[src/hw/rtl/ps2md_pkg.sv]
// Shared types, constants and codes of the PS/2 mouse packet decoder.
package ps2md_pkg;

  // Default cursor coordinate width and packet queue depth
  localparam int unsigned POS_BITS_DEF    = 12;
  localparam int unsigned QUEUE_DEPTH_DEF = 2;

  // Configuration port geometry
  localparam int unsigned CFG_IDX_W  = 2;
  localparam int unsigned CFG_DATA_W = 13;

  // Register indexes
  localparam logic [CFG_IDX_W-1:0] REG_SCREEN_WIDTH  = 2'd0;
  localparam logic [CFG_IDX_W-1:0] REG_SCREEN_HEIGHT = 2'd1;

  // Reset values
  localparam logic [CFG_DATA_W-1:0] SCREEN_WIDTH_RST  = 13'd1024;
  localparam logic [CFG_DATA_W-1:0] SCREEN_HEIGHT_RST = 13'd768;
  localparam int unsigned           CURSOR_X_RST      = 400;
  localparam int unsigned           CURSOR_Y_RST      = 300;

  // Bits of the first packet byte
  localparam int unsigned SYNC_BIT  = 3;
  localparam int unsigned XSIGN_BIT = 4;
  localparam int unsigned YSIGN_BIT = 5;

  // Number of buttons reported
  localparam int unsigned NUM_BUTTONS = 3;

  typedef enum logic [1:0] {
    EV_MOVE    = 2'd0,
    EV_PRESS   = 2'd1,
    EV_RELEASE = 2'd2
  } event_code_e;

  // A decoded packet as it travels from front to back
  typedef struct packed {
    logic signed [8:0]        delta_x;
    logic signed [9:0]        delta_y;
    logic [NUM_BUTTONS-1:0]   buttons;
  } pkt_t;

endpackage

[src/hw/rtl/ps2md_byte_if.sv]
// Handshake channel carrying received mouse bytes.
interface ps2md_byte_if;
  logic       valid;
  logic       ready;
  logic [7:0] rx_byte;

  modport source (output valid, output rx_byte, input ready);
  modport sink   (input valid, input rx_byte, output ready);
endinterface

[src/hw/rtl/ps2md_event_if.sv]
// Handshake channel carrying decoded mouse events.
interface ps2md_event_if import ps2md_pkg::*; #(
  parameter int unsigned POS_BITS = POS_BITS_DEF
);
  logic                valid;
  logic                ready;
  logic [1:0]          event_code;
  logic [POS_BITS-1:0] pos_x;
  logic [POS_BITS-1:0] pos_y;
  logic signed [8:0]   delta_x;
  logic signed [9:0]   delta_y;
  logic [1:0]          button_index;
  logic [2:0]          button_bits;
  logic                last_event;

  modport source (output valid, output event_code, output pos_x, output pos_y,
                  output delta_x, output delta_y, output button_index,
                  output button_bits, output last_event, input ready);
  modport sink   (input valid, input event_code, input pos_x, input pos_y,
                  input delta_x, input delta_y, input button_index,
                  input button_bits, input last_event, output ready);
endinterface

[src/hw/rtl/ps2md_front.sv]
// Front end: gathers bytes into packets, checks sync, decodes deltas and buttons.
module ps2md_front import ps2md_pkg::*; (
  input  logic          clk_i,
  input  logic          rst_ni,
  ps2md_byte_if.sink    byte_i,
  output logic          push_o,
  output pkt_t          push_pkt_o,
  input  logic          full_i
);

  logic [1:0] phase_q, phase_d;
  logic [7:0] b0_q, b1_q;
  logic       accept;
  logic       last_byte;
  logic signed [8:0] dy_raw;

  // Only the third byte needs room in the queue
  assign last_byte    = (phase_q == 2'd2);
  assign byte_i.ready = !last_byte || !full_i;
  assign accept       = byte_i.valid && byte_i.ready;

  // Phase counter
  always_comb begin
    phase_d = phase_q;
    if (accept) begin
      phase_d = last_byte ? 2'd0 : phase_q + 2'd1;
    end
  end

  always_ff @(posedge clk_i or negedge rst_ni) begin
    if (!rst_ni) begin
      phase_q <= 2'd0;
    end else begin
      phase_q <= phase_d;
    end
  end

  // Held bytes, no reset needed
  always_ff @(posedge clk_i) begin
    if (accept && phase_q == 2'd0) begin
      b0_q <= byte_i.rx_byte;
    end
    if (accept && phase_q == 2'd1) begin
      b1_q <= byte_i.rx_byte;
    end
  end

  // Decode: 9-bit deltas with sign from byte 0, Y inverted
  assign dy_raw = $signed({b0_q[YSIGN_BIT], byte_i.rx_byte});

  always_comb begin
    push_pkt_o.delta_x = $signed({b0_q[XSIGN_BIT], b1_q});
    push_pkt_o.delta_y = -(10'(dy_raw));
    push_pkt_o.buttons = b0_q[NUM_BUTTONS-1:0];
  end

  // Packets without the sync bit are dropped here
  assign push_o = accept && last_byte && b0_q[SYNC_BIT];

endmodule

[src/hw/rtl/ps2md_fifo.sv]
// Short packet queue between front and back end.
module ps2md_fifo import ps2md_pkg::*; #(
  parameter int unsigned DEPTH = QUEUE_DEPTH_DEF
) (
  input  logic clk_i,
  input  logic rst_ni,
  input  logic push_i,
  input  pkt_t push_pkt_i,
  output logic full_o,
  input  logic pop_i,
  output pkt_t pop_pkt_o,
  output logic nempty_o
);

  localparam int unsigned PTR_W = (DEPTH > 1) ? $clog2(DEPTH) : 1;
  localparam int unsigned CNT_W = $clog2(DEPTH + 1);

  pkt_t             mem_q [DEPTH];
  logic [PTR_W-1:0] wr_ptr_q, rd_ptr_q;
  logic [CNT_W-1:0] count_q;
  logic             do_push, do_pop;

  assign full_o    = (count_q == CNT_W'(DEPTH));
  assign nempty_o  = (count_q != '0);
  assign do_push   = push_i && !full_o;
  assign do_pop    = pop_i && nempty_o;
  assign pop_pkt_o = mem_q[rd_ptr_q];

  // Pointers and fill count
  always_ff @(posedge clk_i or negedge rst_ni) begin
    if (!rst_ni) begin
      wr_ptr_q <= '0;
      rd_ptr_q <= '0;
      count_q  <= '0;
    end else begin
      if (do_push) begin
        wr_ptr_q <= (wr_ptr_q == PTR_W'(DEPTH - 1)) ? '0 : wr_ptr_q + 1'b1;
      end
      if (do_pop) begin
        rd_ptr_q <= (rd_ptr_q == PTR_W'(DEPTH - 1)) ? '0 : rd_ptr_q + 1'b1;
      end
      count_q <= count_q + CNT_W'(do_push) - CNT_W'(do_pop);
    end
  end

  // Storage
  always_ff @(posedge clk_i) begin
    if (do_push) begin
      mem_q[wr_ptr_q] <= push_pkt_i;
    end
  end

endmodule

[src/hw/rtl/ps2md_back.sv]
// Back end: screen limits, cursor update and event sequencing into the output register.
module ps2md_back import ps2md_pkg::*; #(
  parameter int unsigned POS_BITS = POS_BITS_DEF
) (
  input  logic                  clk_i,
  input  logic                  rst_ni,
  input  logic                  cfg_we_i,
  input  logic [CFG_IDX_W-1:0]  cfg_idx_i,
  input  logic [CFG_DATA_W-1:0] cfg_data_i,
  output logic                  pop_o,
  input  pkt_t                  pop_pkt_i,
  input  logic                  nempty_i,
  ps2md_event_if.source         event_o
);

  localparam logic [16:0] CAP = 17'(1) << POS_BITS;

  // Screen size to highest coordinate
  function automatic logic [POS_BITS-1:0] size_limit(logic [CFG_DATA_W-1:0] size);
    logic [POS_BITS-1:0] lim;
    if (size == '0) begin
      lim = '0;
    end else if (17'(size) > CAP) begin
      lim = '1;
    end else begin
      lim = POS_BITS'(size - 1'b1);
    end
    return lim;
  endfunction

  // Saturating move
  function automatic logic [POS_BITS-1:0] clamp_move(logic [POS_BITS-1:0] pos,
                                                     logic signed [9:0] delta,
                                                     logic [POS_BITS-1:0] lim);
    logic signed [POS_BITS+1:0] sum;
    logic [POS_BITS-1:0]        res;
    sum = $signed({2'b00, pos}) + (POS_BITS + 2)'(delta);
    if (sum < 0) begin
      res = '0;
    end else if (sum[POS_BITS:0] > {1'b0, lim}) begin
      res = lim;
    end else begin
      res = sum[POS_BITS-1:0];
    end
    return res;
  endfunction

  logic [POS_BITS-1:0] lim_x_q, lim_x_d, lim_y_q, lim_y_d;
  logic [POS_BITS-1:0] cur_x_q, cur_x_d, cur_y_q, cur_y_d;
  logic [POS_BITS-1:0] new_lim;
  logic signed [8:0]   dx_q, dx_d;
  logic signed [9:0]   dy_q, dy_d;
  logic [2:0]          btn_q, btn_d;
  logic [2:0]          chg_q, chg_d;
  logic                active_q, active_d;
  logic                move_pend_q, move_pend_d;
  logic [2:0]          low_oh, chg_rest;
  logic [1:0]          low_idx;
  logic                load_out;

  // Output register
  logic                out_valid_q, out_valid_d;
  event_code_e         out_code_q, out_code_d;
  logic [1:0]          out_idx_q, out_idx_d;
  logic                out_last_q, out_last_d;
  logic [POS_BITS-1:0] out_x_q, out_x_d, out_y_q, out_y_d;
  logic signed [8:0]   out_dx_q, out_dx_d;
  logic signed [9:0]   out_dy_q, out_dy_d;
  logic [2:0]          out_btn_q, out_btn_d;

  assign new_lim  = size_limit(cfg_data_i);
  assign pop_o    = !active_q && nempty_i;
  assign load_out = !out_valid_q || event_o.ready;

  // Lowest changed button still to report
  assign low_oh   = chg_q & (~chg_q + 3'd1);
  assign chg_rest = chg_q & ~low_oh;

  always_comb begin
    case (low_oh)
      3'b010:  low_idx = 2'd1;
      3'b100:  low_idx = 2'd2;
      default: low_idx = 2'd0;
    endcase
  end

  // Config, packet load and event sequencing
  always_comb begin
    lim_x_d     = lim_x_q;
    lim_y_d     = lim_y_q;
    cur_x_d     = cur_x_q;
    cur_y_d     = cur_y_q;
    dx_d        = dx_q;
    dy_d        = dy_q;
    btn_d       = btn_q;
    chg_d       = chg_q;
    active_d    = active_q;
    move_pend_d = move_pend_q;
    out_valid_d = out_valid_q;
    out_code_d  = out_code_q;
    out_idx_d   = out_idx_q;
    out_last_d  = out_last_q;
    out_x_d     = out_x_q;
    out_y_d     = out_y_q;
    out_dx_d    = out_dx_q;
    out_dy_d    = out_dy_q;
    out_btn_d   = out_btn_q;

    // Emit the next event of the current packet
    if (load_out) begin
      out_valid_d = active_q;
      out_x_d     = cur_x_q;
      out_y_d     = cur_y_q;
      out_dx_d    = dx_q;
      out_dy_d    = dy_q;
      out_btn_d   = btn_q;
      if (active_q) begin
        if (move_pend_q) begin
          out_code_d  = EV_MOVE;
          out_idx_d   = 2'd0;
          out_last_d  = (chg_q == '0);
          move_pend_d = 1'b0;
          active_d    = (chg_q != '0);
        end else begin
          out_code_d  = ((btn_q & low_oh) != '0) ? EV_PRESS : EV_RELEASE;
          out_idx_d   = low_idx;
          out_last_d  = (chg_rest == '0);
          chg_d       = chg_rest;
          active_d    = (chg_rest != '0);
        end
      end
    end

    // Take the next packet from the queue
    if (pop_o) begin
      dx_d        = pop_pkt_i.delta_x;
      dy_d        = pop_pkt_i.delta_y;
      btn_d       = pop_pkt_i.buttons;
      chg_d       = btn_q ^ pop_pkt_i.buttons;
      active_d    = 1'b1;
      move_pend_d = 1'b1;
      cur_x_d     = clamp_move(cur_x_q, 10'(pop_pkt_i.delta_x), lim_x_q);
      cur_y_d     = clamp_move(cur_y_q, pop_pkt_i.delta_y, lim_y_q);
    end

    // Register writes clamp the matching coordinate at once
    if (cfg_we_i) begin
      case (cfg_idx_i)
        REG_SCREEN_WIDTH: begin
          lim_x_d = new_lim;
          cur_x_d = clamp_move(cur_x_q, '0, new_lim);
        end
        REG_SCREEN_HEIGHT: begin
          lim_y_d = new_lim;
          cur_y_d = clamp_move(cur_y_q, '0, new_lim);
        end
        default: begin
        end
      endcase
    end
  end

  // Control and architectural state
  always_ff @(posedge clk_i or negedge rst_ni) begin
    if (!rst_ni) begin
      lim_x_q     <= size_limit(SCREEN_WIDTH_RST);
      lim_y_q     <= size_limit(SCREEN_HEIGHT_RST);
      cur_x_q     <= POS_BITS'(CURSOR_X_RST);
      cur_y_q     <= POS_BITS'(CURSOR_Y_RST);
      btn_q       <= '0;
      chg_q       <= '0;
      active_q    <= 1'b0;
      move_pend_q <= 1'b0;
      out_valid_q <= 1'b0;
    end else begin
      lim_x_q     <= lim_x_d;
      lim_y_q     <= lim_y_d;
      cur_x_q     <= cur_x_d;
      cur_y_q     <= cur_y_d;
      btn_q       <= btn_d;
      chg_q       <= chg_d;
      active_q    <= active_d;
      move_pend_q <= move_pend_d;
      out_valid_q <= out_valid_d;
    end
  end

  // Payload registers
  always_ff @(posedge clk_i) begin
    dx_q       <= dx_d;
    dy_q       <= dy_d;
    out_code_q <= out_code_d;
    out_idx_q  <= out_idx_d;
    out_last_q <= out_last_d;
    out_x_q    <= out_x_d;
    out_y_q    <= out_y_d;
    out_dx_q   <= out_dx_d;
    out_dy_q   <= out_dy_d;
    out_btn_q  <= out_btn_d;
  end

  assign event_o.valid        = out_valid_q;
  assign event_o.event_code   = out_code_q;
  assign event_o.pos_x        = out_x_q;
  assign event_o.pos_y        = out_y_q;
  assign event_o.delta_x      = out_dx_q;
  assign event_o.delta_y      = out_dy_q;
  assign event_o.button_index = out_idx_q;
  assign event_o.button_bits  = out_btn_q;
  assign event_o.last_event   = out_last_q;

`ifndef SYNTHESIS
  // No pending events once the packet is finished
  a_idle_clean: assert property (@(posedge clk_i) disable iff (!rst_ni)
    !active_q |-> (chg_q == '0) && !move_pend_q)
    else $error("idle back end holds pending events");

  // A freshly applied packet leaves the cursor inside the screen
  a_cursor_in_range: assert property (@(posedge clk_i) disable iff (!rst_ni)
    pop_o && !cfg_we_i |=> (cur_x_q <= lim_x_q) && (cur_y_q <= lim_y_q))
    else $error("cursor outside screen after packet");

  // The first event after a packet load is the move event
  a_move_first: assert property (@(posedge clk_i) disable iff (!rst_ni)
    pop_o ##1 load_out |=> out_valid_q && (out_code_q == EV_MOVE))
    else $error("packet did not open with a move event");

  // Press and release events agree with the reported button state
  a_press_state: assert property (@(posedge clk_i) disable iff (!rst_ni)
    out_valid_q && (out_code_q == EV_PRESS) |-> out_btn_q[out_idx_q])
    else $error("press event with button released");

  a_release_state: assert property (@(posedge clk_i) disable iff (!rst_ni)
    out_valid_q && (out_code_q == EV_RELEASE) |-> !out_btn_q[out_idx_q])
    else $error("release event with button held");
`endif

endmodule

[src/hw/rtl/ps2_mouse_packet_decoder.sv]
// Top level of the PS/2 mouse three-byte packet decoder.
//
// byte_i takes mouse bytes in packet order, one item per handshake (valid and
// ready high at a rising edge). event_o gives one item per event: a move event
// for every packet whose first byte has the sync bit set, then a press or
// release event for each button that changed, left, right, middle; last_event
// marks the final item of a packet. Packets without the sync bit are dropped.
// cfg_we_i/cfg_idx_i/cfg_data_i write the screen width (index 0) and height
// (index 1); a write clamps the matching cursor coordinate straight away.
// The move event reaches the output register via the queue and the back end's
// packet registers. Throughput: the front end takes one byte per cycle unless
// the queue is full at a third byte; the back end loads a packet only when
// idle, then emits its events one per cycle while the receiver takes them.
// The packet queue lets bytes keep flowing while events wait; when the queue
// and output register fill up under a stalled receiver, ready on byte_i drops
// on the third byte of a packet. Reset clears the byte phase and queue,
// sets the cursor to (400, 300), buttons released, screen 1024 x 768.
module ps2_mouse_packet_decoder import ps2md_pkg::*; #(
  parameter int unsigned POS_BITS    = POS_BITS_DEF,
  parameter int unsigned QUEUE_DEPTH = QUEUE_DEPTH_DEF
) (
  input  logic                  clk_i,
  input  logic                  rst_ni,
  input  logic                  cfg_we_i,
  input  logic [CFG_IDX_W-1:0]  cfg_idx_i,
  input  logic [CFG_DATA_W-1:0] cfg_data_i,
  ps2md_byte_if.sink            byte_i,
  ps2md_event_if.source         event_o
);

  logic push, full, pop, nempty;
  pkt_t push_pkt, pop_pkt;

  ps2md_front u_front (
    .clk_i      (clk_i),
    .rst_ni     (rst_ni),
    .byte_i     (byte_i),
    .push_o     (push),
    .push_pkt_o (push_pkt),
    .full_i     (full)
  );

  ps2md_fifo #(
    .DEPTH (QUEUE_DEPTH)
  ) u_fifo (
    .clk_i      (clk_i),
    .rst_ni     (rst_ni),
    .push_i     (push),
    .push_pkt_i (push_pkt),
    .full_o     (full),
    .pop_i      (pop),
    .pop_pkt_o  (pop_pkt),
    .nempty_o   (nempty)
  );

  ps2md_back #(
    .POS_BITS (POS_BITS)
  ) u_back (
    .clk_i      (clk_i),
    .rst_ni     (rst_ni),
    .cfg_we_i   (cfg_we_i),
    .cfg_idx_i  (cfg_idx_i),
    .cfg_data_i (cfg_data_i),
    .pop_o      (pop),
    .pop_pkt_i  (pop_pkt),
    .nempty_i   (nempty),
    .event_o    (event_o)
  );

endmodule
[src/flat_wrapper.sv]
// flat-port wrapper written by rule: the top's interface ports become plain ports
module ps2_mouse_packet_decoder_flat import ps2md_pkg::*;
#(
  parameter int unsigned POS_BITS    = POS_BITS_DEF,
  parameter int unsigned QUEUE_DEPTH = QUEUE_DEPTH_DEF
)
  (clk_i, rst_ni, cfg_we_i, cfg_idx_i, cfg_data_i, byte_i_valid, byte_i_rx_byte, byte_i_ready, event_o_valid, event_o_event_code, event_o_pos_x, event_o_pos_y, event_o_delta_x, event_o_delta_y, event_o_button_index, event_o_button_bits, event_o_last_event, event_o_ready);
  ps2md_byte_if byte_i_i ();
  ps2md_event_if #(.POS_BITS(POS_BITS)) event_o_i ();
  input  logic clk_i;
  input  logic rst_ni;
  input  logic cfg_we_i;
  input  logic [CFG_IDX_W-1:0] cfg_idx_i;
  input  logic [CFG_DATA_W-1:0] cfg_data_i;
  input wire logic [$bits(byte_i_i.valid)-1:0] byte_i_valid;
  input wire logic [$bits(byte_i_i.rx_byte)-1:0] byte_i_rx_byte;
  output wire logic [$bits(byte_i_i.ready)-1:0] byte_i_ready;
  output wire logic [$bits(event_o_i.valid)-1:0] event_o_valid;
  output wire logic [$bits(event_o_i.event_code)-1:0] event_o_event_code;
  output wire logic [$bits(event_o_i.pos_x)-1:0] event_o_pos_x;
  output wire logic [$bits(event_o_i.pos_y)-1:0] event_o_pos_y;
  output wire logic [$bits(event_o_i.delta_x)-1:0] event_o_delta_x;
  output wire logic [$bits(event_o_i.delta_y)-1:0] event_o_delta_y;
  output wire logic [$bits(event_o_i.button_index)-1:0] event_o_button_index;
  output wire logic [$bits(event_o_i.button_bits)-1:0] event_o_button_bits;
  output wire logic [$bits(event_o_i.last_event)-1:0] event_o_last_event;
  input wire logic [$bits(event_o_i.ready)-1:0] event_o_ready;
  assign byte_i_i.valid = byte_i_valid;
  assign byte_i_i.rx_byte = byte_i_rx_byte;
  assign byte_i_ready = byte_i_i.ready;
  assign event_o_valid = event_o_i.valid;
  assign event_o_event_code = event_o_i.event_code;
  assign event_o_pos_x = event_o_i.pos_x;
  assign event_o_pos_y = event_o_i.pos_y;
  assign event_o_delta_x = event_o_i.delta_x;
  assign event_o_delta_y = event_o_i.delta_y;
  assign event_o_button_index = event_o_i.button_index;
  assign event_o_button_bits = event_o_i.button_bits;
  assign event_o_last_event = event_o_i.last_event;
  assign event_o_i.ready = event_o_ready;
  ps2_mouse_packet_decoder #(.POS_BITS(POS_BITS), .QUEUE_DEPTH(QUEUE_DEPTH)) u_core (.clk_i(clk_i), .rst_ni(rst_ni), .cfg_we_i(cfg_we_i), .cfg_idx_i(cfg_idx_i), .cfg_data_i(cfg_data_i), .byte_i(byte_i_i), .event_o(event_o_i));
endmodule
[config.mk]
export PLATFORM = sky130hd
export DESIGN_NAME = ps2_mouse_packet_decoder_flat
export DESIGN_NICKNAME = d
export VERILOG_FILES = /design/src/hw/rtl/ps2md_pkg.sv /design/src/hw/rtl/ps2md_byte_if.sv /design/src/hw/rtl/ps2md_event_if.sv /design/src/hw/rtl/ps2md_front.sv /design/src/hw/rtl/ps2md_fifo.sv /design/src/hw/rtl/ps2md_back.sv /design/src/hw/rtl/ps2_mouse_packet_decoder.sv /design/src/flat_wrapper.sv
export SDC_FILE = /design/constraint.sdc
export NUM_CORES = 1
export LEC_CHECK = 0
export BUFFER_PORTS_ARGS = -buffer_cell sky130_fd_sc_hd__buf_2
export CORE_MARGIN = 5
export CORE_UTILIZATION = 40
export CTS_CLUSTER_SIZE = 20
export DETAILED_ROUTE_END_ITERATION = 16
export GPL_TIMING_DRIVEN = 0
export PLACE_DENSITY = 0.62
export SLEW_MARGIN = 20
export SYNTH_ARGS = -nofsm -noshare
export SYNTH_HDL_FRONTEND = slang
export SYNTH_SLANG_ARGS = --single-unit
[constraint.sdc]
create_clock -name clk_i -period 14 [get_ports clk_i]
set_input_delay 2.8 -clock clk_i [delete_from_list [all_inputs] [get_ports clk_i]]
set_output_delay 2.8 -clock clk_i [all_outputs]
set_load 0.1 [all_outputs]
Word level (Yosys, flattened, before mapping)
Memories as Yosys holds them, arrays and structs flattened.
Cells that the tools add are included.
{ "word_totals": {"in_bits": 28, "latchBits": 0, "memories": 1, "wordCells": 125, "ramBits": 44, "romBits": 0, "out_inout_bits": 53, "regBits": 147} }
{ "classes": {"shift": 0, "bitwise": 6, "n_mux": 35, "multipliers": 0, "addsub": 10, "div_mod_pow": 0, "reduce_logical": 30, "order_cmp": 9, "eq_ne": 9} }
{ "memory_table": {"columns": ["memory", "words", "word_bits", "read_ports", "rd_clocked_by_memory_dff", "write_ports", "line", "rtl"], "rows": [
  ["u_core.u_fifo.mem_q", 2, 22, 1, 0, 1, "ps2md_fifo.sv:18", "pkt_t mem_q [DEPTH];"]
]} }
{ "op_table": {"columns": ["operator", "count"], "rows": [
  ["two-way mux 12 bit", 16],
  ["less-than comparator 14 x 1 -> 1 bit, second input constant", 2],
  ["> comparator 13 x 12 -> 1 bit", 2],
  ["> comparator 12 bit", 2],
  ["less-than comparator 12 x 1 -> 1 bit, second input constant", 2],
  ["adder 13 x 10 -> 14 bit", 1],
  ["adder 13 x 9 -> 14 bit", 1],
  ["> comparator 13 bit, second input constant", 1],
  ["zero test 13 bit", 1],
  ["two-way mux 1 bit", 12],
  ["two-way mux 3 bit", 4],
  ["subtractor 12 x 1 -> 12 bit, second input constant", 1],
  ["negation 9 -> 10 bit", 1],
  ["AND 3 bit", 3],
  ["nonzero test 3 bit", 3],
  ["logical AND 1 bit", 8],
  ["inequality test 4 bit, second input constant", 2],
  ["AND reduction 2 bit", 4],
  ["zero test 3 bit", 2],
  ["inverter 3 bit", 2],
  ["nonzero test 2 bit", 3],
  ["== test 2 x 1 -> 1 bit, second input constant", 2],
  ["== test 2 bit, second input constant", 2],
  ["zero test 1 bit", 4],
  ["14 further kinds", 18]
]} }

Longest topological paths before layout
Gate-level depths: netlist of run 1.
{ "logic_depth": {"depth_word": 10, "mapped_depth": 21, "mapped_depth_nobuf": 18} }

Hierarchy
From an unflattened synthesis of run 1, not the netlist that was laid out.
{ "unflattened": {"hier_cells": 834, "area_unflattened_um2": 10055.9} }
{ "by_module_without_submodules": {"columns": ["mod", "cells_per_inst", "seq_area_each_um2", "instances", "area_each_um2"], "rows": [
  ["ps2md_back", 694, 3560.9, 1, 7455.9],
  ["ps2md_fifo", 86, 1421.4, 1, 1868.0],
  ["ps2md_front", 54, 470.5, 1, 732.0]
]} }

Worst setup path after synthesis of run 1
No wires, ideal clock.
{ "synth_timing": {"kind": "input-to-reg", "start": "in cfg_data_i[7]", "end": "reg u_core.u_back.cur_x_q[2]", "required_ns": 13.865, "arrival_time_ns": 6.218, "n_path_buf": 1, "setup_time_ns": 0.135, "path_stages": 14, "path_slack_ns": 7.647, "path_cell_list": "or4_4 > or4b_1 > xnor2_2 > o21a_1 > o22a_1 > o21ai_1 > ha_1 > nand4_1 > nor2_1 > o21ai_0 > a221oi_1 > clkbuf_1 > and2_1 > o22ai_1"} }
{ "synth_between": {"elab_chain_cells": 7, "elab_cells_between_ends": 11, "classes_between": "add/sub (1); order compare (2); eq/ne (1); mux (6); reduce/logical (1)"} }
{ "synth_lines": {"columns": ["element", "line", "rtl"], "rows": [
  ["from (decl)", "flat_wrapper.sv:14", "input logic [CFG_DATA_W-1:0] cfg_data_i;"],
  ["> comparator 13 bit", "ps2md_back.sv:23", "end else if (17'(size) > CAP) begin"],
  ["two-way mux 12 bit", "ps2md_back.sv:23", null],
  ["two-way mux 12 bit *", "ps2md_back.sv:21", "if (size == '0) begin"],
  ["parallel branches: the longest is 4 deep, another holds > comparator 12 bit", null, null],
  ["to (signal assigned)", "ps2md_back.sv:168", "cur_x_q <= POS_BITS'(CURSOR_X_RST);"],
  ["to (signal assigned)", "ps2md_back.sv:178", "cur_x_q <= cur_x_d;"],
  ["to (decl)", "ps2md_back.sv:49", "logic [POS_BITS-1:0] cur_x_q, cur_x_d, cur_y_q, cur_y_d;"]
]} }
Every way passes the cells marked *. The select of a mux whose other input is x is not followed.
A chain may end at the register's enable or synchronous reset.

Final worst setup path of run 1
{ "layout_timing": {"start": "in cfg_data_i[7]", "end": "reg u_core.u_back.cur_y_q[9]"} }
{ "layout_between": {"elab_chain_cells": 7, "elab_cells_between_ends": 11, "classes_between": "add/sub (1); order compare (2); eq/ne (1); mux (6); reduce/logical (1)"} }
{ "layout_lines": {"columns": ["element", "line", "rtl"], "rows": [
  ["subtractor 12 x 1 -> 12 bit / > comparator 13 bit (equally long branches)", "ps2md_back.sv:26, ps2md_back.sv:23", null],
  ["two-way mux 12 bit", "ps2md_back.sv:23", null],
  ["two-way mux 12 bit *", "ps2md_back.sv:21", null],
  ["parallel branches: the longest is 4 deep, another holds > comparator 12 bit", null, null],
  ["to (signal assigned)", "ps2md_back.sv:169", "cur_y_q <= POS_BITS'(CURSOR_Y_RST);"],
  ["to (signal assigned)", "ps2md_back.sv:179", "cur_y_q <= cur_y_d;"],
  ["to (decl)", "ps2md_back.sv:49", null]
]} }
Marked as above.

==> flow_metrics.env, run 1 <==
export IMPL_outcome="complete, no violations"
export IMPL_critPathBufInv=2
export IMPL_report_final_slew_viol_count=0
export IMPL_numCtsBuffers=17
export IMPL_initial_core_util_pct=40.6
export IMPL_crit_chain="buf_2 > or4_4 > or4b_1 > xnor2_2 > o21a_1 > o22a_1 > o21ai_1 > ha_1 > nand4_1 > nor2_1 > nand2_1 > a221oi_1 > buf_2 > a21oi_1 > a221o_1"
export IMPL_area_growth_pct=15.3
export IMPL_drt_pass1_iterations=5
export IMPL_critical_path_class="in -> reg"
export IMPL_drc=0
export IMPL_post_dp_hpwl_um=16200
export IMPL_drive_gt1_share_pct=19.4
export IMPL_async_reset_ff_share_pct=33.0
export IMPL_avgRoutedWirePerCell_um=17.3
export IMPL_netlist_instances=824
export IMPL_slew_headroom_pct=40.1
export IMPL_diodes=0
export IMPL_yosysTopAreaCell="edfxtp_1"
export IMPL_reg2reg_slack_ns=8.02
export IMPL_ys_seq_elements=191
export IMPL_period_share_pct=48.1
export IMPL_fin_ws_ns=7.27
export IMPL_r2r_start="u_core.u_fifo.rd_ptr_q$_DFFE_PN0P_"
export IMPL_worstHoldStart="u_core.u_back.dx_q[8]$_DFFE_PP_"
export IMPL_die_area_mm2=0.0279
export IMPL_final_setup_skew_ns=0.0129
export IMPL_drt_total_wl_um=21900
export IMPL_port_buffers=80
export IMPL_grt_max_degree=49
export IMPL_synthTopCellsByCount="edfxtp_1 (128), ha_1 (79), nand2_1 (69)"
export IMPL_worstRegToRegCells=20
export IMPL_worstPathArrival_ns=7.05
export IMPL_synth_cell_types=65
export IMPL_h_tree_depth=4
export IMPL_avgSynthCellArea_um2=12.0
export IMPL_ys_flop_type="edfxtp_1"
export IMPL_cts_tree="yes"
export IMPL_coreArea_mm2=0.0243
export IMPL_syn_area_mm2=0.00987
export IMPL_worstHoldPathCells=0
export IMPL_tns_ns=0
export IMPL_post_cts_buffers=0
export IMPL_cp_slowest_stage_delay_ns=0.60
export IMPL_ys_seq_area_share_pct=55.2
export IMPL_critical_path_top_delay_family="compound AO/OA/AOI/OAI gates"
export IMPL_place_ws_ns=6.78
export IMPL_clk_pin_slew_ns=0.08
export IMPL_fmax_mhz=149
export IMPL_cts_resized=0
export IMPL_ant_nets=0
export IMPL_fin_nets=1034
export IMPL_dp_cells=1230
export IMPL_grt_pass1_vias=6637
export IMPL_cp_common_cell="buf_2"
export IMPL_drt_iter0_drc=363
export IMPL_worst_pin_slew_ns=0.892
export IMPL_synth_nets=933
export IMPL_endpoint_kind="flip-flop"
export IMPL_root_buffer="clkbuf_16"
export IMPL_cts_sinks=191
export IMPL_vias_per_cell=5.23
export IMPL_slowest_stage="a221oi_1"
export IMPL_ys_top_cells_by_area="edfxtp_1 (39%), ha_1 (10%), dfrtp_1 (9.4%)"
export IMPL_hold_class="reg -> reg"
export IMPL_r2r_end="u_core.u_back.cur_x_q[5]$_DFFE_PN0P_"
export IMPL_whs_ns=0.420
export IMPL_hold_buffers=0
export IMPL_clkLatencyLatePin_ns=0.44
export IMPL_dieWidth_um=167
export IMPL_cp_max_fo=10
export IMPL_yosys_warnings=0
export IMPL_rows=57
export IMPL_finalNonFillerCells=1262
export IMPL_dieHeight_um=167
export IMPL_place_congestion=0.830
export IMPL_rsz0062_at_grt="no"
export IMPL_fin_crit_ns=6.73
export IMPL_setup_viol=0
export IMPL_drv_cap=0
export IMPL_synth_edff_count=128
export IMPL_synth_top_cell_area_share_pct=38.9
export IMPL_start_kind="input port"
export IMPL_fillers=2228
export IMPL_overflow=0
export IMPL_synth_most_common_cell="edfxtp_1"
export IMPL_antenna_found_initial=0
export IMPL_grt_first_pass_wirelength_um=35300
export IMPL_hold_viol=0
export IMPL_holdPathEnd="u_core.u_back.event_o.delta_x[8]$_DFFE_PP_"
export IMPL_cp_required_ns=14.32
export IMPL_clockBufferDepth=2
export IMPL_grtUsageTotal_pct=15.9
export IMPL_vias=6596
export IMPL_io_pins=81
-- worst register-to-register path, cell delays in order (launching register included) --
cell and delay (ns):
dfrtp_1 0.33, clkbuf_1 0.32, buf_1 0.61, buf_1 0.63, mux2_2 0.44, ha_1 0.33, nor2b_1 0.16, o31a_1 0.29
o211ai_1 0.18, nand2b_1 0.14, nor4b_1 0.29, a211o_1 0.18, ha_1 0.26, a21o_1 0.19, a21oi_1 0.20, o211ai_1 0.11
o21ai_0 0.15, o21a_1 0.26, buf_2 0.33, mux2i_1 0.26, o221ai_1 0.17
-- area by class of cell --
cell class,count,area (µm²),area share (%)
buffer,21,90.1,0.791
clock buffer,18,439,3.86
clock inverter,14,188,1.65
inverter,62,233,2.04
multi-input combinational,550,4130,36.2
sequential,191,5450,47.9
tap,324,405,3.56
timing repair buffer,82,450,3.96
-- stage by stage --
| step | utilization, % | instance area [µm²] |
|---|---|---|
| after floorplan | - | 9870 |
| after global placement | 43.9 | 10700 |
| after detailed placement | 44.2 | 10800 |
| after CTS | 46.8 | 11400 |
| after global routing | 46.8 | 11400 |
| final | 46.8 | 11400 |
-- layout by cell type (no fill, tap or decap), drive strengths merged, types with 8 or more instances in the layout --
| master | count |
|---|---|
| edfxtp | 128 |
| o21ai | 46 |
| clkinv | 8 |
| nand2b | 17 |
| mux2 | 15 |
| mux2i | 23 |
| nand2 | 69 |
| nor2 | 36 |
| buf | 88 |
| a21o | 14 |
| xor2 | 15 |
| xnor2 | 25 |
| nand4 | 9 |
| dfrtp | 37 |
| nand3 | 10 |
| o21a | 12 |
| a21oi | 55 |
| nor3 | 10 |
| a221o | 8 |
| o221ai | 15 |
| inv | 68 |
| clkbuf | 33 |
| ha | 79 |
| dfstp | 26 |
-- flip-flops by register name (all words and copies together) (netlist names), 3 cells and up --
register,flops
u_core.u_back.btn_q,3
u_core.u_back.chg_q,3
u_core.u_back.cur_x_q,12
u_core.u_back.cur_y_q,12
u_core.u_back.dx_q,9
u_core.u_back.dy_q,10
u_core.u_back.event_o.button_bits,3
u_core.u_back.event_o.delta_x,9
u_core.u_back.event_o.delta_y,10
u_core.u_back.event_o.pos_x,12
u_core.u_back.event_o.pos_y,12
u_core.u_back.lim_x_q,12
u_core.u_back.lim_y_q,12
u_core.u_fifo.mem_q,44
u_core.u_front.b0_q,6
u_core.u_front.b1_q,8
-- logic make-up after synthesis --
family	after synthesis	synth area share (%)
multiplexers	38	4.04
AO/OA/AOI/OAI	196	13.4
adder cells (fa/ha/maj)	82	10.5
buffers and inverters	83	3.27
XOR/XNOR	40	3.62
flip-flops	191	55.2
AND/OR/NAND/NOR	194	9.87
-- metal layers --
metal  track usage (%)  vias to the layer above  routed length (µm)
met3              2.95                       28                 699
met5                 0                        -                   0
met4              4.38                        0                 372
met2              26.8                      119               10700
li1                  -                     3259                   -
met1              21.1                     3190               10100
-- worst max-delay path by stage --
stage	end	cells after the start	from	slack, ns
2_1_floorplan	u_core.u_back.cur_x_q[2]$_DFFE_PN0P_	14	cfg_data_i[7]	7.65
3_3_place_gp	u_core.u_back.cur_y_q[9]$_DFFE_PN0P_	15	cfg_data_i[7]	6.83
3_5_place_dp	u_core.u_back.cur_y_q[9]$_DFFE_PN0P_	15	cfg_data_i[7]	6.78
4_1_cts	u_core.u_back.cur_y_q[6]$_DFFE_PN0P_	15	cfg_data_i[7]	7.22
5_1_grt	u_core.u_back.cur_y_q[4]$_DFFE_PN0P_	15	cfg_data_i[7]	6.97
6_report	u_core.u_back.cur_y_q[9]$_DFFE_PN0P_	15	cfg_data_i[7]	7.27
Power of run 1 is left out: the tool's default activity adds up to more than one toggle a clock period on the data nets, which glitch-free logic cannot reach.
==> run 2, diff against run 1 <==
ABC_AREA = 1   (was unset)
PLACE_DENSITY = 0.64   (was 0.62)
clock period = 5.4 ns   (was 14 ns; I/O delays follow)
==> run 2 against run 1 <==
  * Critical endpoint is now u_core.u_back.cur_y_q[10]$_DFFE_PN0P_
  * Count of clock-buffer cells in the layout is 1 lower
  * Hold slack worse by 0.0063 ns
  * Utilization decreased by 0.73 points
  * Synthesized cell count increased by 38%
  * Final cell count rose by 26%
  * Sequential share of layout area shrank 2.1 points
  * Highest routed layer unchanged
  * Routed wire length is 14% higher
  * Critical path depth grew 12
  * Clock skew is 0.0036 ns lower
==> flow_metrics.env, run 2 <==
export IMPL_critical_path_top_delay_family="buffers and inverters"
export IMPL_yosysTopAreaCell="edfxtp_1"
export IMPL_critPathBufInv=7
export IMPL_synth_cell_types=43
export IMPL_area_growth_pct=14.4
export IMPL_synth_most_common_cell="nand2_1"
export IMPL_drt_total_wl_um=24900
export IMPL_root_buffer="clkbuf_16"
export IMPL_worstHoldPathCells=0
export IMPL_drv_cap=0
export IMPL_coreArea_mm2=0.0258
export IMPL_clockBufferDepth=2
export IMPL_worstPathArrival_ns=5.13
export IMPL_worst_pin_slew_ns=1.05
export IMPL_cp_endpoint="u_core.u_back.cur_y_q[10]$_DFFE_PN0P_"
export IMPL_worstRegToRegCells=27
export IMPL_startpoint="u_core.u_fifo.rd_ptr_q$_DFFE_PN0P_"
export IMPL_vias_per_cell=5.01
export IMPL_drt_pass1_iterations=5
export IMPL_report_final_slew_viol_count=0
export IMPL_cts_sinks=191
export IMPL_avgSynthCellArea_um2=9.16
export IMPL_ant_nets=0
export IMPL_netlist_instances=1136
export IMPL_fmax_mhz=208
export IMPL_synth_top_cell_area_share_pct=36.9
export IMPL_hold_viol=0
export IMPL_drc=0
export IMPL_fin_nets=1346
export IMPL_grtUsageTotal_pct=17.4
export IMPL_rsz0062_at_grt="no"
export IMPL_reg2reg_slack_ns=0.59
export IMPL_ys_top_cells_by_area="edfxtp_1 (37%), nand2_1 (12%), ha_1 (9.5%)"
export IMPL_place_congestion=0.870
export IMPL_hold_buffers=0
export IMPL_cts_tree="yes"
export IMPL_outcome="complete, no violations"
export IMPL_setup_viol=0
export IMPL_drt_iter0_drc=584
export IMPL_tns_ns=0
export IMPL_cp_required_ns=5.72
export IMPL_clkLatencyLatePin_ns=0.44
export IMPL_cts_resized=0
export IMPL_r2r_end="u_core.u_back.cur_y_q[10]$_DFFE_PN0P_"
export IMPL_io_pins=81
export IMPL_synthTopCellsByCount="nand2_1 (320), inv_1 (140), edfxtp_1 (128)"
export IMPL_largest_register_ffs=44
export IMPL_grt_pass1_vias=7641
export IMPL_synth_edff_count=128
export IMPL_fillers=2470
export IMPL_drive_gt1_share_pct=13.6
export IMPL_yosys_warnings=0
export IMPL_r2r_start="u_core.u_fifo.rd_ptr_q$_DFFE_PN0P_"
export IMPL_ys_seq_elements=191
export IMPL_clk_pin_slew_ns=0.07
export IMPL_grt_first_pass_wirelength_um=39800
export IMPL_h_tree_depth=4
export IMPL_port_buffers=80
export IMPL_largest_register="u_core.u_fifo.mem_q"
export IMPL_diodes=0
export IMPL_layout_commonest_cell="nand2_1"
export IMPL_cp_slowest_stage_delay_ns=0.50
export IMPL_vias=7933
export IMPL_start_kind="flip-flop"
export IMPL_slew_headroom_pct=29.9
export IMPL_ys_flop_type="edfxtp_1"
export IMPL_numCtsBuffers=17
export IMPL_post_cts_buffers=0
export IMPL_dieHeight_um=171
export IMPL_worst_path_stages=27
export IMPL_syn_area_mm2=0.0104
export IMPL_period_share_pct=89.0
export IMPL_die_area_mm2=0.0293
export IMPL_slowest_stage="clkbuf_1"
export IMPL_avgRoutedWirePerCell_um=15.7
export IMPL_antenna_found_initial=0
export IMPL_grt_max_degree=51
export IMPL_async_reset_ff_share_pct=33.0
export IMPL_layout_cells_most_common_list="nand2_1 (320), inv_1 (139), edfxtp_1 (128)"
export IMPL_dieWidth_um=171
export IMPL_endpoint_kind="flip-flop"
export IMPL_initial_core_util_pct=40.3
export IMPL_critical_path_class="reg -> reg"
export IMPL_cp_common_cell="nand2_1"
export IMPL_post_dp_hpwl_um=18900
export IMPL_fin_crit_ns=4.81
export IMPL_final_setup_skew_ns=0.00931
export IMPL_ys_seq_area_share_pct=52.4
export IMPL_overflow=0
export IMPL_rows=59
export IMPL_hold_class="reg -> reg"
export IMPL_synth_nets=1245
export IMPL_cp_max_fo=10
-- run 2: how the worst min path moves through the flow --
stage,from,endpoint,slack (ns)
2_1_floorplan,u_core.u_back.dx_q[0]$_DFFE_PP_,u_core.u_back.event_o.delta_x[0]$_DFFE_PP_,0.40
3_3_place_gp,u_core.u_back.dx_q[0]$_DFFE_PP_,u_core.u_back.event_o.delta_x[0]$_DFFE_PP_,0.40
3_5_place_dp,u_core.u_back.dy_q[3]$_DFFE_PP_,u_core.u_back.event_o.delta_y[3]$_DFFE_PP_,0.41
4_1_cts,u_core.u_back.dx_q[3]$_DFFE_PP_,u_core.u_back.event_o.delta_x[3]$_DFFE_PP_,0.42
5_1_grt,u_core.u_back.dx_q[1]$_DFFE_PP_,u_core.u_back.event_o.delta_x[1]$_DFFE_PP_,0.43
6_report,u_core.u_back.dx_q[3]$_DFFE_PP_,u_core.u_back.event_o.delta_x[3]$_DFFE_PP_,0.41
-- run 2: logic make-up after synthesis --
family / after synthesis / synth area share [%]
AO/OA/AOI/OAI: 141 / 8.09
buffers and inverters: 168 / 6.23
flip-flops: 191 / 52.4
XOR/XNOR: 30 / 2.53
adder cells (fa/ha/maj): 81 / 9.88
AND/OR/NAND/NOR: 525 / 20.9
-- run 2: per-stage QoR --
stage	setup slack [ns]	instance area (µm²)	util, %	hold WS, ns	cells
2_1_floorplan	1.63	10400	-	0.400	1136
3_3_place_gp	0.650	11200	43.4	0.401	1551
3_5_place_dp	0.568	11300	43.7	0.407	1553
4_1_cts	0.524	11900	46.1	0.416	1585
5_1_grt	0.0542	11900	46.1	0.431	1585
6_report	0.594	11900	46.1	0.414	1585
-- run 2: final cells by class --
class	count	area (µm²)	area share, %
Buffer	22	100	0.841
Clock buffer	17	425	3.57
Clock inverter	15	175	1.47
Inverter	146	548	4.60
Multi-Input combinational cell	777	4330	36.4
Sequential cell	191	5450	45.8
Tap cell	335	419	3.52
Timing Repair Buffer	82	450	3.78
-- run 2: routing by layer --
metal  GRT usage (%)  vias up  wire length [µm]
met5               0        -                 0
met1            22.6     3703             11100
met3            2.90       42               916
met4            5.48        0               597
met2            29.9      185             12300
li1                -     4003                 -
Power of run 2 is left out for the same reason.
